### config.mk
export PLATFORM = sky130hd
export DESIGN_NAME = rpc_mul
export DESIGN_NICKNAME = d
export VERILOG_FILES = /design/src/rpc_pkg.sv /design/src/rpc_mul.sv
export SDC_FILE = /design/constraint.sdc
export NUM_CORES = 2
export LEC_CHECK = 0
export BUFFER_PORTS_ARGS = -buffer_cell sky130_fd_sc_hd__buf_2
export CAP_MARGIN = 0
export CORE_ASPECT_RATIO = 0.75
export CORE_UTILIZATION = 55
export CTS_BUF_LIST = sky130_fd_sc_hd__clkbuf_4 sky130_fd_sc_hd__clkbuf_8
export DETAILED_ROUTE_END_ITERATION = 16
export PLACE_DENSITY = 0.7
export SLEW_MARGIN = 20
export SYNTH_ARGS = -nofsm -noshare
export SYNTH_HDL_FRONTEND = slang
export SYNTH_SLANG_ARGS = --single-unit
### constraint.sdc
create_clock -name clock -period 15.1 [get_ports clock]
set_input_delay 0.755 -clock clock [delete_from_list [all_inputs] [get_ports clock]]
set_output_delay 0.755 -clock clock [all_outputs]
set_load 0.02 [all_outputs]
### src/rpc_pkg.sv
// Shared constants, types and interface structs of the rook placement counter.
`default_nettype none

package rpc_pkg;

   localparam int TABLE_DIM = 32;
   localparam int MAX_SIDE  = TABLE_DIM - 1;
   localparam int ROW_AW    = (TABLE_DIM > 1) ? $clog2(TABLE_DIM) : 1;
   localparam int SIDE_W    = 5;
   localparam int COUNT_W   = 10;
   localparam int WAYS_W    = 64;
   localparam int HALF_W    = WAYS_W / 2;

   typedef logic [ROW_AW-1:0] row_idx_type;
   typedef logic [WAYS_W-1:0] ways_type;
   typedef logic [HALF_W-1:0] half_type;

   typedef struct packed {
      logic        en;
      row_idx_type addr;
      ways_type    data;
   } row_wr_type;

   typedef struct packed {
      logic        start;
      row_idx_type side;
      row_idx_type pick;
   } binom_req_type;

   typedef struct packed {
      logic     done;
      ways_type coef;
   } binom_rsp_type;

   typedef struct packed {
      logic     start;
      ways_type a;
      ways_type b;
   } mul_req_type;

   typedef struct packed {
      logic     done;
      ways_type product;
   } mul_rsp_type;

endpackage

`default_nettype wire

### src/rpc_mul.sv
// Wrapping 64 by 64 multiplier built from three 32 by 32 partial products.
`default_nettype none

module rpc_mul (
   input  wire logic                clock,
   input  wire logic                reset,
   input  wire rpc_pkg::mul_req_type req,
   output rpc_pkg::mul_rsp_type     rsp
);

   typedef enum logic {
      IDLE,
      BUSY
   } state_type;

   state_type         state_ff;
   logic [1:0]        step_ff;
   logic              shift_ff;
   logic              done_ff;
   rpc_pkg::ways_type a_ff;
   rpc_pkg::ways_type b_ff;
   rpc_pkg::ways_type pp_ff;
   rpc_pkg::ways_type acc_ff;

   rpc_pkg::half_type a_sel;
   rpc_pkg::half_type b_sel;
   rpc_pkg::ways_type pp_in;
   rpc_pkg::ways_type acc_in;

   always_comb begin
      case (step_ff)
         2'd1: begin
            a_sel = a_ff[rpc_pkg::HALF_W-1:0];
            b_sel = b_ff[rpc_pkg::WAYS_W-1:rpc_pkg::HALF_W];
         end
         2'd2: begin
            a_sel = a_ff[rpc_pkg::WAYS_W-1:rpc_pkg::HALF_W];
            b_sel = b_ff[rpc_pkg::HALF_W-1:0];
         end
         default: begin
            a_sel = a_ff[rpc_pkg::HALF_W-1:0];
            b_sel = b_ff[rpc_pkg::HALF_W-1:0];
         end
      endcase
      pp_in  = {rpc_pkg::half_type'(0), a_sel} * {rpc_pkg::half_type'(0), b_sel};
      acc_in = acc_ff + (shift_ff ? {pp_ff[rpc_pkg::HALF_W-1:0], rpc_pkg::half_type'(0)}
                                  : pp_ff);
   end

   always_ff @(posedge clock) begin
      if (reset) begin
         state_ff <= IDLE;
         done_ff  <= 1'b0;
         step_ff  <= 2'd0;
      end else begin
         done_ff <= (state_ff == BUSY) && (step_ff == 2'd3);
         case (state_ff)
            IDLE: begin
               if (req.start) begin
                  a_ff     <= req.a;
                  b_ff     <= req.b;
                  acc_ff   <= '0;
                  step_ff  <= 2'd0;
                  state_ff <= BUSY;
               end
            end
            BUSY: begin
               if (step_ff != 2'd3) begin
                  pp_ff    <= pp_in;
                  shift_ff <= (step_ff != 2'd0);
               end
               if (step_ff != 2'd0) begin
                  acc_ff <= acc_in;
               end
               if (step_ff == 2'd3) begin
                  state_ff <= IDLE;
               end
               step_ff <= step_ff + 2'd1;
            end
            default: begin
               state_ff <= IDLE;
            end
         endcase
      end
   end

   assign rsp.done    = done_ff;
   assign rsp.product = acc_ff;

endmodule

`default_nettype wire

# [Word-level counts from Yosys, hierarchy flattened]
# Cells that the tools add are included.
[totals] out_inout_bits=65 word_cells=35 inputBits=131 reg_bits=261
[classes] n_mul=1 reduce_logical=5 n_eq_ne=6 bitwise=2 mux=11 n_addsub=2
[op_table] operator="$mux W64" count=3
[op_table] operator="$pmux W64 S2" count=1
[op_table] operator="$add A64 B64 Y64" count=1
[op_table] operator="$mul A32 B32 Y64" count=1
[op_table] operator="$mux W32" count=2
[op_table] operator="$reduce_and A3 Y1" count=3
[op_table] operator="$eq A2 B2 Y1 const B" count=2
[op_table] operator="$ne A2 B2 Y1 const B" count=2
[op_table] operator="$pmux W2 S2" count=1
[op_table] operator="$add A2 B1 Y2 const B" count=1
[op_table] operator="$eq A2 B1 Y1 const B" count=1
[op_table] operator="$mux W1" count=2
[op_table] operator="$mux W2" count=1
[op_table] operator="$ne A2 B1 Y1 const B" count=1
[op_table] operator="$not A1 Y1" count=2
[op_table] operator="$pmux W1 S2" count=1
[op_table] operator="$reduce_bool A2 Y1" count=1
[op_table] operator="$logic_and A1 B1 Y1" count=1

# [Depth between registers and ports, before layout]
[logic_depth] ltp_word=4 ltp_mapped=35 depth_no_buf=30

# [Least setup slack after synthesis]
# Ideal clock, no wire load.
[synth_timing] path_kind="register to register" startpoint="register step_ff[0]" endpoint="register pp_ff[56], data pin" path_buffers=4 slack_ps=6575 required_time_ps=14836 t_arrival_ps=8261 synth_period_minus_slack_ps=8525 stages_incl_launch_ff=32 path_cell_list="dfxtp_1 -> inv_1 -> ha_1 -> clkbuf_1 -> clkbuf_1 -> buf_2 -> mux2i_1 -> clkbuf_1 -> nor2_1 -> fa_1 -> fa_1 -> inv_1 -> fa_1 -> inv_1 -> fa_1 -> inv_1 -> fa_1 -> inv_1 -> fa_1 -> fa_1 -> inv_1 -> fa_1 -> inv_1 -> ha_1 -> and3_1 -> and2_1 -> and4_1 -> o2111ai_2 -> a2111oi_4 -> o21ai_2 -> mux2i_1 -> nor4b_2"
[synth_between] elab_chain_len=3 elab_cells_between_ends=5 cone_classes="mul: 1; eq/ne: 2; mux: 2"
[synth_rtl] element="from (decl)" line="rpc_mul.sv:17" rtl="logic [1:0] step_ff;"
[synth_rtl] element="from (signal assigned)" line="rpc_mul.sv:78" rtl="step_ff <= step_ff + 2'd1;"
[synth_rtl] element="$eq A2 B2 Y1 or $eq A2 B1 Y1 (tied branches)" line="rpc_mul.sv:31" rtl="case (step_ff)"
[synth_rtl] element="$mux W32" line="rpc_mul.sv:31"
[synth_rtl] element="$mul A32 B32 Y64 (*)" line="rpc_mul.sv:45" rtl="pp_in = {rpc_pkg::half_type'(0), a_sel} * {rpc_pkg::half_type'(0), b_sel};"
[synth_rtl] element="named net pp_in[56]" line="rpc_mul.sv:27" rtl="rpc_pkg::ways_type pp_in;"
[synth_rtl] element="to (signal assigned)" line="rpc_mul.sv:69" rtl="pp_ff <= pp_in;"
[synth_rtl] element="to (decl)" line="rpc_mul.sv:22" rtl="rpc_pkg::ways_type pp_ff;"
# The timed path passes the listed nets; every way through them passes the cells marked *.
# A chain may end at the register's enable or synchronous reset.

# [Worst setup path after layout]
[layout_timing] startpoint="register step_ff[0]" endpoint="register pp_ff[63], data pin"
# The elaborated chain is that of the path after synthesis.

==> run_results.csv <==
group,metric,value,unit
synthesis,synth_common_cells,"911 x inv_1, 897 x fa_1, 729 x nor2_1, 528 x nand2_1, 330 x ha_1",
sta,finalHoldViolations,0,
synthesis,mappedNetlistNets,6217,
die,io_pins,196,
final_layout,fin_nets,6295,
die,num_rows,91,
global_routing,grt_pass1_vias,36460,
clock_network,cts_made_buffers,45,
die,die_area,0.08524,mm²
global_routing,grtUsageTotal,35.83,%
die,die_w,336.8,µm
final_layout,fin_util,59.75,%
synthesis,synth_flop_cell,"edfxtp_1",
sta,worst_pin_slew,1.153,ns
clock_network,clock_latency,0.69,ns
clock_network,cts_setup_buffers,0,
clock_network,clk_pin_slew,0.08,ns
die,start_util,55.93,%
setup_path,endpoint_kind,"flip-flop",
detailed_routing,via_per_inst,5.924,
clock_network,cts_buffer_depth,3,
die,core,0.08266,mm²
sta,finalClockSkew,0.03702,ns
synthesis,async_flop_share,0,%
synthesis,synth-edff-count,257,
flow_run,max_cap_violations,0,
final_layout,multi_input_area,0.03437,mm²
place,routabilityCongestion,0.9812,
clock_network,hold_buffers,0,
place,numPlacedInstances,6005,
synthesis,synth_top_cell_area_share,38.84,%
global_routing,antenna_found_initial,6,
final_layout,fin_cells,6093,
detailed_routing,wl,150000,µm
clock_network,cts_tree,"done",
detailed_routing,vias,36100,
setup_path,critPathMostFrequentCell,"fa_1",
setup_path,startpoint_type,"flip-flop",
place,io_buffer_count,195,
detailed_routing,wire_per_inst,24.61,µm
sta,rsz0062_at_grt,"no",
synthesis,yosysMostFrequentCell,"inv_1",
worst_hold_path,hold_path.class,"input pin to flip-flop",
synthesis,ys_types,91,
sta,tns,0,ns
global_routing,grt_pass1_wl,223400,µm
final_layout,syn2layout_area_growth,6.823,%
setup_path,crit_path_max_incr_delay,1.03,ns
clock_network,cts_resized,0,
detailed_routing,first_pass_iters,7,
sta,hold_ws,0.2396,ns
setup_path,crit_path_top_delay_cell,"mux2i_4",
detailed_routing,antenna_left,0,
setup_path,worstPathRequired,15.51,ns
setup_path,worstPathMaxFanout,63,
outcome,status,"completed",
sta,fmaxAchievable,0.1010,GHz
setup_path,crit_chain,"inv_1 -> ha_4 -> buf_4 -> mux2i_4 -> nor2_1 -> fa_1 -> inv_1 -> fa_1 -> fa_1 -> fa_1 -> inv_1 -> fa_1 -> fa_1 -> fa_1 -> fa_1 -> ha_1 -> and3_1 -> a31oi_1 -> a2111oi_2 -> a311oi_2 -> a21oi_1 -> a311oi_1 -> xnor2_1",
detailed_routing,first_iter_violations,3685,
synthesis,avgSynthCellArea,9.515,µm²
sta,fin_crit,9.902,ns
synthesis,syn-cell-area,0.04623,mm²
synthesis,synthesis.instances,4859,
clock_network,htreeDepth,2,
place,place_hpwl,115700,µm
die,die_y,253.1,µm
final_layout,seq_area,0.007797,mm²
synthesis,yosysTopAreaCell,"fa_1",
final_layout,fillers,7184,
synthesis,yosysSeqAreaShare,16.87,%
global_routing,grt.overflow.total,0,
detailed_routing,drc,0,
setup_path,worstPathArrival,10.31,ns
global_routing,grt_max_degree,67,
synthesis,synth_warnings,0,
sta,slew_viol_final,0,
synthesis,ys_ff_latch,261,
sta,maxSlewHeadroom,23.12,%
sta,setup_viol,0,
setup_path,path_class,"flip-flop to flip-flop",
sta,min_period_over_period,65.57,%
clock_network,clockRootBuffer,"clkbuf_8",
synthesis,synth_area_leaders,"fa_1 39%, edfxtp_1 17%, ha_1 8.9%, inv_1 7.4%, nor2_1 5.9%",
final_layout,drive_above_1_share,10.82,%
clock_network,cts_num_sinks,261,
flip-flops by register name (all words and copies together) (netlist names):
name / cells
step_ff: 2
pp_ff: 64
shift_ff: 1
state_ff: 1
a_ff: 64
done_ff: 1
acc_ff: 64
b_ff: 64
cell usage in the layout, fill, tap and decap left out, drive strengths merged, types with 61 or more instances in the layout:
cell / n
a21o: 71
a21oi: 161
buf: 263
edfxtp: 257
fa: 897
ha: 330
inv: 912
mux2: 95
mux2i: 70
nand2: 529
nor2: 729
o21ai: 81
xnor2: 61
area by class of cell:
type | count | share of cell area, %
multi-input cells | 3455 | 69.59
clock buffers | 58 | 1.477
flip-flops and latches | 261 | 15.79
inverters | 911 | 6.924
well taps | 1116 | 2.827
clock inverters | 24 | 0.3192
repair buffers | 263 | 3.050
diodes | 5 | 0.02533
cells by family after synthesis:
family                   Yosys count  share of synthesized area [%]
adder cells (fa/ha/maj)         1227                          47.77
AND/OR/NAND/NOR                 1491                          13.33
AO/OA/AOI/OAI                    466                          6.768
flip-flops                       261                          16.87
buffers and inverters           1143                          9.423
XOR/XNOR                         106                          2.008
multiplexers                     165                          3.829
through the flow:
stage | worst slack [ns] | cell area [µm²]
floorplan | 6.575 | 46230
global placement | 5.516 | 48460
detailed placement | 5.414 | 48460
CTS | 5.412 | 49350
global route | 4.891 | 49380
finish | 5.198 | 49390
worst max-delay path, delay by kind of cell, from the launching register on:
| kind | cells | cell delay, ns |
|---|---|---|
| xor+xnor | 1 | 0.12 |
| simple gates | 2 | 0.42 |
| fa+ha+maj | 10 | 4.62 |
| flops | 1 | 0.34 |
| buf+inv | 4 | 1.07 |
| mux | 1 | 1.03 |
| compound gates | 5 | 1.89 |
routing by layer:
layer	share of wire [%]	global-route usage, %
met4	4.5	13.90
met5	0.044	0
met3	15	14.70
met1	39	49.31
met2	42	50.30
final timing paths:
kind / from / endpoint / cells after the start / slack, ns
setup reg to reg: step_ff[0] / pp_ff[63] / 23 / 5.20
hold / removal: req[36] / b_ff[36] / 1 / 0.24
setup / recovery: step_ff[0] / pp_ff[63] / 23 / 5.20
hold reg to reg: step_ff[0] / step_ff[0] / 3 / 0.71
Power is left out: the tool's default activity adds up to more than one toggle a clock period on the data nets, which glitch-free logic cannot reach.
