===== src/rpc_pkg.sv =====
// Shared constants, types and interface structs of the rook placement counter.
`default_nettype none

package rpc_pkg;

   localparam int TABLE_DIM = 32;
   localparam int MAX_SIDE  = TABLE_DIM - 1;
   localparam int ROW_AW    = (TABLE_DIM > 1) ? $clog2(TABLE_DIM) : 1;
   localparam int SIDE_W    = 5;
   localparam int COUNT_W   = 10;
   localparam int WAYS_W    = 64;
   localparam int HALF_W    = WAYS_W / 2;

   typedef logic [ROW_AW-1:0] row_idx_type;
   typedef logic [WAYS_W-1:0] ways_type;
   typedef logic [HALF_W-1:0] half_type;

   typedef struct packed {
      logic        en;
      row_idx_type addr;
      ways_type    data;
   } row_wr_type;

   typedef struct packed {
      logic        start;
      row_idx_type side;
      row_idx_type pick;
   } binom_req_type;

   typedef struct packed {
      logic     done;
      ways_type coef;
   } binom_rsp_type;

   typedef struct packed {
      logic     start;
      ways_type a;
      ways_type b;
   } mul_req_type;

   typedef struct packed {
      logic     done;
      ways_type product;
   } mul_rsp_type;

endpackage

`default_nettype wire


===== src/rpc_row_mem.sv =====
// Pascal row store: one write port and one registered read port.
`default_nettype none

module rpc_row_mem (
   input  wire logic                clock,
   input  wire rpc_pkg::row_wr_type wr,
   input  wire rpc_pkg::row_idx_type rd_addr,
   output rpc_pkg::ways_type        rd_data
);

   rpc_pkg::ways_type mem [rpc_pkg::TABLE_DIM];
   rpc_pkg::ways_type rd_data_ff;

   always_ff @(posedge clock) begin
      if (wr.en) begin
         mem[wr.addr] <= wr.data;
      end
      rd_data_ff <= mem[rd_addr];
   end

   assign rd_data = rd_data_ff;

endmodule

`default_nettype wire


===== src/rpc_binom.sv =====
// Pascal row sequencer that builds C(n,k) in the row store, one addition a cycle within each row.
`default_nettype none

module rpc_binom (
   input  wire logic                  clock,
   input  wire logic                  reset,
   input  wire rpc_pkg::binom_req_type req,
   output rpc_pkg::binom_rsp_type     rsp
);

   typedef enum logic [2:0] {
      IDLE,
      INIT,
      ROW,
      STEP,
      FETCH,
      WAIT
   } state_type;

   state_type            state_ff;
   rpc_pkg::row_idx_type m_ff;
   rpc_pkg::row_idx_type j_ff;
   rpc_pkg::row_idx_type side_ff;
   rpc_pkg::row_idx_type pick_ff;
   rpc_pkg::ways_type    prev_ff;
   rpc_pkg::ways_type    coef_ff;
   logic                 done_ff;

   rpc_pkg::row_wr_type  wr;
   rpc_pkg::row_idx_type rd_addr;
   rpc_pkg::ways_type    rd_data;

   rpc_row_mem u_row_mem (
      .clock   (clock),
      .wr      (wr),
      .rd_addr (rd_addr),
      .rd_data (rd_data)
   );

   always_comb begin
      wr.en   = (state_ff == INIT) || (state_ff == STEP);
      wr.addr = (state_ff == INIT) ? '0 : j_ff;
      wr.data = (state_ff == INIT) ? rpc_pkg::ways_type'(1) : prev_ff + rd_data;
      case (state_ff)
         ROW:     rd_addr = j_ff - rpc_pkg::row_idx_type'(1);
         STEP:    rd_addr = j_ff - rpc_pkg::row_idx_type'(2);
         FETCH:   rd_addr = pick_ff;
         default: rd_addr = '0;
      endcase
   end

   always_ff @(posedge clock) begin
      if (reset) begin
         state_ff <= IDLE;
         done_ff  <= 1'b0;
      end else begin
         done_ff <= (state_ff == WAIT);
         case (state_ff)
            IDLE: begin
               if (req.start) begin
                  side_ff  <= req.side;
                  pick_ff  <= req.pick;
                  state_ff <= INIT;
               end
            end
            INIT: begin
               m_ff     <= rpc_pkg::row_idx_type'(1);
               j_ff     <= rpc_pkg::row_idx_type'(1);
               state_ff <= (side_ff == '0) ? FETCH : ROW;
            end
            ROW: begin
               prev_ff  <= '0;
               state_ff <= STEP;
            end
            STEP: begin
               prev_ff <= rd_data;
               if (j_ff == rpc_pkg::row_idx_type'(1)) begin
                  if (m_ff == side_ff) begin
                     state_ff <= FETCH;
                  end else begin
                     m_ff     <= m_ff + rpc_pkg::row_idx_type'(1);
                     j_ff     <= m_ff + rpc_pkg::row_idx_type'(1);
                     state_ff <= ROW;
                  end
               end else begin
                  j_ff <= j_ff - rpc_pkg::row_idx_type'(1);
               end
            end
            FETCH: begin
               state_ff <= WAIT;
            end
            WAIT: begin
               coef_ff  <= rd_data;
               state_ff <= IDLE;
            end
            default: begin
               state_ff <= IDLE;
            end
         endcase
      end
   end

   assign rsp.done = done_ff;
   assign rsp.coef = coef_ff;

endmodule

`default_nettype wire


===== config.mk =====
export PLATFORM = sky130hd
export DESIGN_NAME = rpc_binom
export DESIGN_NICKNAME = d
export VERILOG_FILES = /design/src/rpc_pkg.sv /design/src/rpc_row_mem.sv /design/src/rpc_binom.sv
export SDC_FILE = /design/constraint.sdc
export NUM_CORES = 2
export LEC_CHECK = 0
export ABC_AREA = 1
export BUFFER_PORTS_ARGS = -buffer_cell sky130_fd_sc_hd__buf_2
export CAP_MARGIN = 5
export CORE_MARGIN = 2
export CORE_UTILIZATION = 30
export DETAILED_ROUTE_END_ITERATION = 16
export HOLD_SLACK_MARGIN = 0.1
export MAX_ROUTING_LAYER = met4
export PLACE_DENSITY = 0.47
export SLEW_MARGIN = 20
export SYNTH_ARGS = -nofsm -noshare
export SYNTH_HDL_FRONTEND = slang
export SYNTH_SLANG_ARGS = --single-unit

===== constraint.sdc =====
create_clock -name clock -period 12.8 [get_ports clock]
set_input_delay 1.28 -clock clock [delete_from_list [all_inputs] [get_ports clock]]
set_output_delay 1.28 -clock clock [all_outputs]
set_load 0.1 [all_outputs]

### Yosys cells after proc, flatten, opt, wreduce, memory -nomap -nowiden

Memories as Yosys holds them, arrays and structs flattened. A register that Yosys moved wholly into a read port is not among the register bits.
Cells that the tools add are included.

| word-level totals | value |
|---|---|
| memories kept | 1 |
| register bits | 152 |
| bits in writable memories | 2048 |
| output and inout port bits | 65 |
| input bits | 13 |

| cells by class | value |
|---|---|
| mux-type cells | 16 |
| reduce and logical (&&, ||, !) cells | 11 |
| add/sub/neg operators | 4 |
| bitwise operators | 1 |
| equality and inequality tests | 11 |

Memory list:

| memory | depth | bits a word | rd ports | clocked after memory_dff | write ports | RTL line | text |
|---|---|---|---|---|---|---|---|
| u_row_mem.mem | 32 | 64 | 1 | 1 | 1 | rpc_row_mem.sv:11 | `rpc_pkg::ways_type mem [rpc_pkg::TABLE_DIM];` |

Operators by type and width:

| cell | number |
|---|---|
| 64-bit case mux with 2 select lines | 1 |
| 64-bit adder | 1 |
| 64-bit 2-to-1 mux | 1 |
| 5-bit 2-to-1 mux | 4 |
| 5-bit case mux with 2 select lines | 2 |
| 3-bit case mux with 5 select lines | 1 |
| 5-bit case mux with 3 select lines | 1 |
| 3-bit 2-to-1 mux | 4 |
| 3-bit by 2-bit == test with 1-bit output, second input constant | 2 |
| 3-bit == test, second input constant | 2 |
| 2-bit AND reduction | 3 |
| 3-bit AND reduction | 2 |
| 5-bit by 1-bit adder with 5-bit output, second input constant | 1 |
| 5-bit by 1-bit == test with 1-bit output, second input constant | 1 |
| 5-bit == test | 1 |
| 5-bit zero test | 1 |
| 5-bit by 1-bit subtractor with 5-bit output, second input constant | 1 |
| 5-bit by 2-bit subtractor with 5-bit output, second input constant | 1 |
| 2-bit != test, second input constant | 2 |
| 4-bit AND reduction | 1 |
| 2-bit nonzero test | 2 |
| 3-bit by 1-bit == test with 1-bit output, second input constant | 1 |
| 3-bit zero test | 1 |
| 3-bit != test, second input constant | 1 |
| other kinds (4) | 5 |

### Logic depth before layout (Yosys ltp)

| depth | value |
|---|---|
| word-level depth | 4 |
| mapped depth | 17 |

### Modules after synthesis

From an unflattened synthesis, not the netlist that was laid out.

| second synthesis, totals | value |
|---|---|
| cells, all modules | 8514 |
| area, all modules | 94787.2 sq um |

By module, submodules not included:

| module | sequential area each (sq um) | area each (sq um) | cells each | instances |
|---|---|---|---|---|
| rpc_row_mem | 62780.2 | 82990.8 | 6768 | 1 |
| rpc_binom | 4524.3 | 11796.3 | 1746 | 1 |

### Worst setup path before layout

Ideal clock, no wire load.

| path | value |
|---|---|
| path kind | input -> register |
| start | input port reset |
| end | register coef_ff[0] (enable) |
| data required time | 12156 ps |
| slack | 4545 ps |
| cell stages on the path | 2 |
| library setup time | 644 ps |
| data arrival time | 7611 ps |
| cell sequence | buf_1 > nor4_1 |

| between the ends | value |
|---|---|
| longest elaborated chain between the ends | 2 |

Ends and longest elaborated chain:

| what | RTL line | text |
|---|---|---|
| start, declared | rpc_binom.sv:6 | `input wire logic reset,` |
| 1-bit NOT (no line) | n/a |  |
| 2-bit AND reduction (no line) | n/a |  |
| end signal, assigned | rpc_binom.sv:93 | `coef_ff <= rd_data;` |
| end, declared | rpc_binom.sv:26 | `rpc_pkg::ways_type coef_ff;` |

No other way between the ends.
A chain may end at the register's enable or synchronous reset.

### Final worst setup path

| path | value |
|---|---|
| start | register state_ff[2] |
| end | register u_row_mem.rd_data_ff[23] (netlist: u_row_mem.rd_data[23]) (read register of u_row_mem.mem) |

| between the ends | value |
|---|---|
| longest elaborated chain between the ends | 2 |
| elaborated cells between the ends (all ways) | 4 |
| classes of those cells | eq/ne: 3; mux: 1 |

Ends and longest elaborated chain:

| what | RTL line | text |
|---|---|---|
| start, declared | rpc_binom.sv:20 | `state_type state_ff;` |
| start signal, assigned | rpc_binom.sv:69 | `state_ff <= (side_ff == '0) ? FETCH : ROW;` |
| 3-bit == test or 3-bit by 2-bit == test with 1-bit output (tied branches) | rpc_binom.sv:44 | `case (state_ff)` |
| 5-bit case mux with 3 select lines * | rpc_binom.sv:44 |  |
| end, declared | rpc_row_mem.sv:12 | `rpc_pkg::ways_type rd_data_ff;` |

Every way passes the cells marked *; elsewhere a longest branch is shown, timed or not.

==> parameters.txt <==
Parameter                              Value

Worst hold path
  Worst hold path type ... input port to register
  Startpoint of the most critical hold path ... req[9]

Floorplan
  Total I/O pin count ... between 70 and 80
  Placeable core area ... 333,400 um2
  Die Ht ... ~580 um
  Die Outline Area ... 339,800 um2
  Die X ... between 500 and 600 um
  Starting density of the core ... 0.3015
  Row count ... about 210

Run
  Max cap viols ... 0

Power
  Combinational cell fraction of total power ... 0.213
  Switch share ... 0.3186
  Cell internal power dissipation ... 14,780 uW
  Peak supply drop ... between 0.1 and 0.15 mV
  Net switching power of the design ... ~6900 uW
  Static leakage power ... between 0.04 and 0.05 uW
  P per Cell Area ... approximately 190 nW/um2
  Clock power frac ... 0.316
  Register share of total power ... 0.471

Yosys
  Dominant register cell in the synthesized netlist ... edfxtp_1
  Syn Inst Count ... approximately 9.4k
  Synthesized area per cell ... approximately 11 um2
  Post-synthesis sequential area ratio ... 0.6694
  Number of synthesized register bits ... ~2.3k
  Post-Synthesis Net Count ... between 9k and 10k
  Number of unique standard cell types used by synthesis ... 36
  Share of synthesized flip-flops with an asynchronous set or reset ... 0
  Yosys synthesis warning count ... 0
  Post-Synthesis Cell Area ... 100,500 um2
  Post-synth EDFFs ... about 2.2k

Drt
  Residual DRC ... 0
  Average detailed-routed wire length per instance ... about 25 um
  Final routed wirelength across all metal layers ... 353,800 um
  Length of the first detailed-routing pass in iterations ... 6
  Number of DRC markers in iteration 0 ... approximately 8.4k
  Detailed-route via count ... about 74k
  Remaining antenna violation count ... 0
  Number of vias per cell ... 5.312

Placement
  Placed Area ... 105,800 um2
  Input/output buffers ... 77
  Cell count after placement ... between 10k and 15k
  Dpl hpwl ... about 180,000 um
  Global placement routability congestion ... just under 0.9

Setup path
  Worst endpoint data arrival time ... about 6400 ps
  Category of the worst setup path launch point ... register
  Critical Path, Cell by Cell ... inv_1 -> nand4_4 -> buf_4 -> buf_4 -> buf_4 -> buf_4 -> nand4_1 -> nand3_1 -> nand3_1 -> nand3_1 -> nand3_1 -> nand2_1
  Required time at the endpoint of the critical path ... ~14,000 ps
  CP max-delay cell ... buf_4
  Critical path start-end classification ... register to register
  Crit path launch ... state_ff[2]
  Endpoint kind of the worst setup timing path ... register
  Start of the worst register-to-register path ... state_ff[2]
  Worst path max stage delay ... 910 ps
  Crit Path Max Fanout ... 88

Timing
  Final-report max-slew violation count ... 0
  RSZ-0062 raised after global routing ... no
  Min cycle time layout ... around 5600 ps
  Hold slack ... between 500 and 600 ps
  Sum Neg Setup Slack ... 0 ps
  Fin crit share ... 0.4380
  Final setup viols ... 0
  Post-route clock skew ... between 100 and 150 ps
  Fmax ... about 180 MHz
  Final Hold Vio Count ... 0
  Max transition margin ... 0.1229
  Transition time at the pin with the least slew margin ... between 1000 and 1500 ps

Clock network
  Buffer type at the clock tree root ... clkbuf_16
  Number of buffers added by the clock tree synthesis step ... 240
  Setup bufs post-CTS ... 0
  Clock tree from TritonCTS ... yes
  Post_cts resized ... 0
  Clock transition time at the flip-flop clock pins of the worst setup and hold paths ... about 70 ps
  Cts hold-fix bufs ... 0
  Clk sinks ... 2,264
  CTS H-tree depth ... 4
  Buffers from clock root to sink, at most ... 4
  Clock latency on the worst-skew pair ... 950 ps

Global routing
  Overall global routing resource usage ... 0.2078
  Global-route wire length before repair ... 507,200 um
  Number of global-route vias before repair ... approximately 70k
  Pin count of the biggest net entering global routing ... 201
  Total gr overflow ... 0
  Antenna violations before repair ... 6

Layout
  Fraction of layout instances using a drive strength above 1 ... 0.07688
  Area grow syn2layout ... 12.95%
  Final-layout fill cell count ... 33.19k
  Final net count ... ~9.4k
  Filler-free cell count of the finished design ... about 14k
  Non-Filler Cell Area, Final ... approximately 110,000 um2
  Final Util ... 0.3406

Outcome
  Result of the run ... finished, final reports clean
cells in the final DEF, fill, tap and decap left out, drive strengths merged, types with 84 or more instances in the layout:
cell,instances
nor2,298
clkbuf,331
edfxtp,2196
inv,1186
nand3,1926
nand4,1031
a21oi,99
buf,293
nand2,1783
clkinv,84
area by class of cell:
cell class,count,area (um2),share of cell area
flip-flops and latches,2264,67300,0.5927
multi-input cells,5306,26410,0.2326
clock buffers,331,6679,0.05882
well taps,4387,5489,0.04834
inverters,1179,4439,0.03909
repair buffers,293,2271,0.02000
clock inverters,109,935.9,0.008242
diodes,12,30.03,0.0002644
power groups by stage:
stage	logic, uW	registers (uW)	clock network, uW
global route	5090	10200	7250
detailed placement	4610	10400	0
global placement	4560	10400	0
CTS	4620	10200	6980
finish	4620	10200	6850
floorplan	2590	10100	0
routing by layer:
| layer | vias to the layer above | GRT usage | part of all wire |
|---|---|---|---|
| met5 | - | - | 0 |
| met1 | 37198 | 0.2851 | 0.44 |
| li1 | 33011 | - | - |
| met2 | 2986 | 0.3226 | 0.46 |
| met4 | 0 | 0.05490 | 0.027 |
| met3 | 540 | 0.02924 | 0.072 |
sequential cells by signal, summed over array words and instances, names as in the netlist:
name and cells:
pick_ff 5, u_row_mem.mem 2048, j_ff 5, u_row_mem.rd_data 64, m_ff 5, prev_ff 64, done_ff 1, coef_ff 64
side_ff 5, state_ff 3
Yosys cell counts (4+ instances only):
library cell | count | area, um2
nor4_1 | 5 | 31.28
nand4_1 | 1030 | 6444
buf_2 | 250 | 1251
buf_1 | 67 | 251.5
a21oi_1 | 99 | 495.5
xor2_1 | 4 | 35.03
nor3_1 | 12 | 60.06
xnor2_1 | 12 | 105.1
buf_4 | 8 | 60.06
inv_1 | 1176 | 4414
nand3_1 | 1925 | 9634
dfxtp_1 | 68 | 1361
o21bai_1 | 4 | 30.03
o21ai_0 | 46 | 230.2
edfxtp_1 | 2196 | 65940
ha_1 | 68 | 850.8
clkbuf_1 | 353 | 1325
nand2_1 | 1783 | 6693
nor2_1 | 296 | 1111
metrics by stage:
stage                     setup WS (ps)  total power [uW]
after floorplan                    4545             12730
after global placement             7357             14940
after detailed placement           7311             14990
after CTS                          7268             21820
after global routing               6923             22560
final                              7194             21700
kinds of logic after synthesis:
kind of cell | after synthesis | synth area share
XOR/XNOR | 16 | 0.001394
adder cells (fa/ha/maj) | 69 | 0.008662
AO/OA/AOI/OAI | 158 | 0.008102
flip-flops | 2264 | 0.6694
buffers and inverters | 1860 | 0.07308
AND/OR/NAND/NOR | 5063 | 0.2393
critical path: cells and delay by family (launching register included):
family / cells / cell delay (ps)
buffers and inverters: 5 / 3450
and+or+nand+nor: 7 / 1260
DFF: 1 / 520
worst paths after layout:
kind	endpoint	slack, ps	depth (start not counted)
max	u_row_mem.rd_data[23]	7190	12
min	side_ff[4]	540	1
max reg2reg	u_row_mem.rd_data[23]	7190	12
min reg2reg	coef_ff[0]	580	0
No activity file was read; power rests on OpenSTA's default activity.
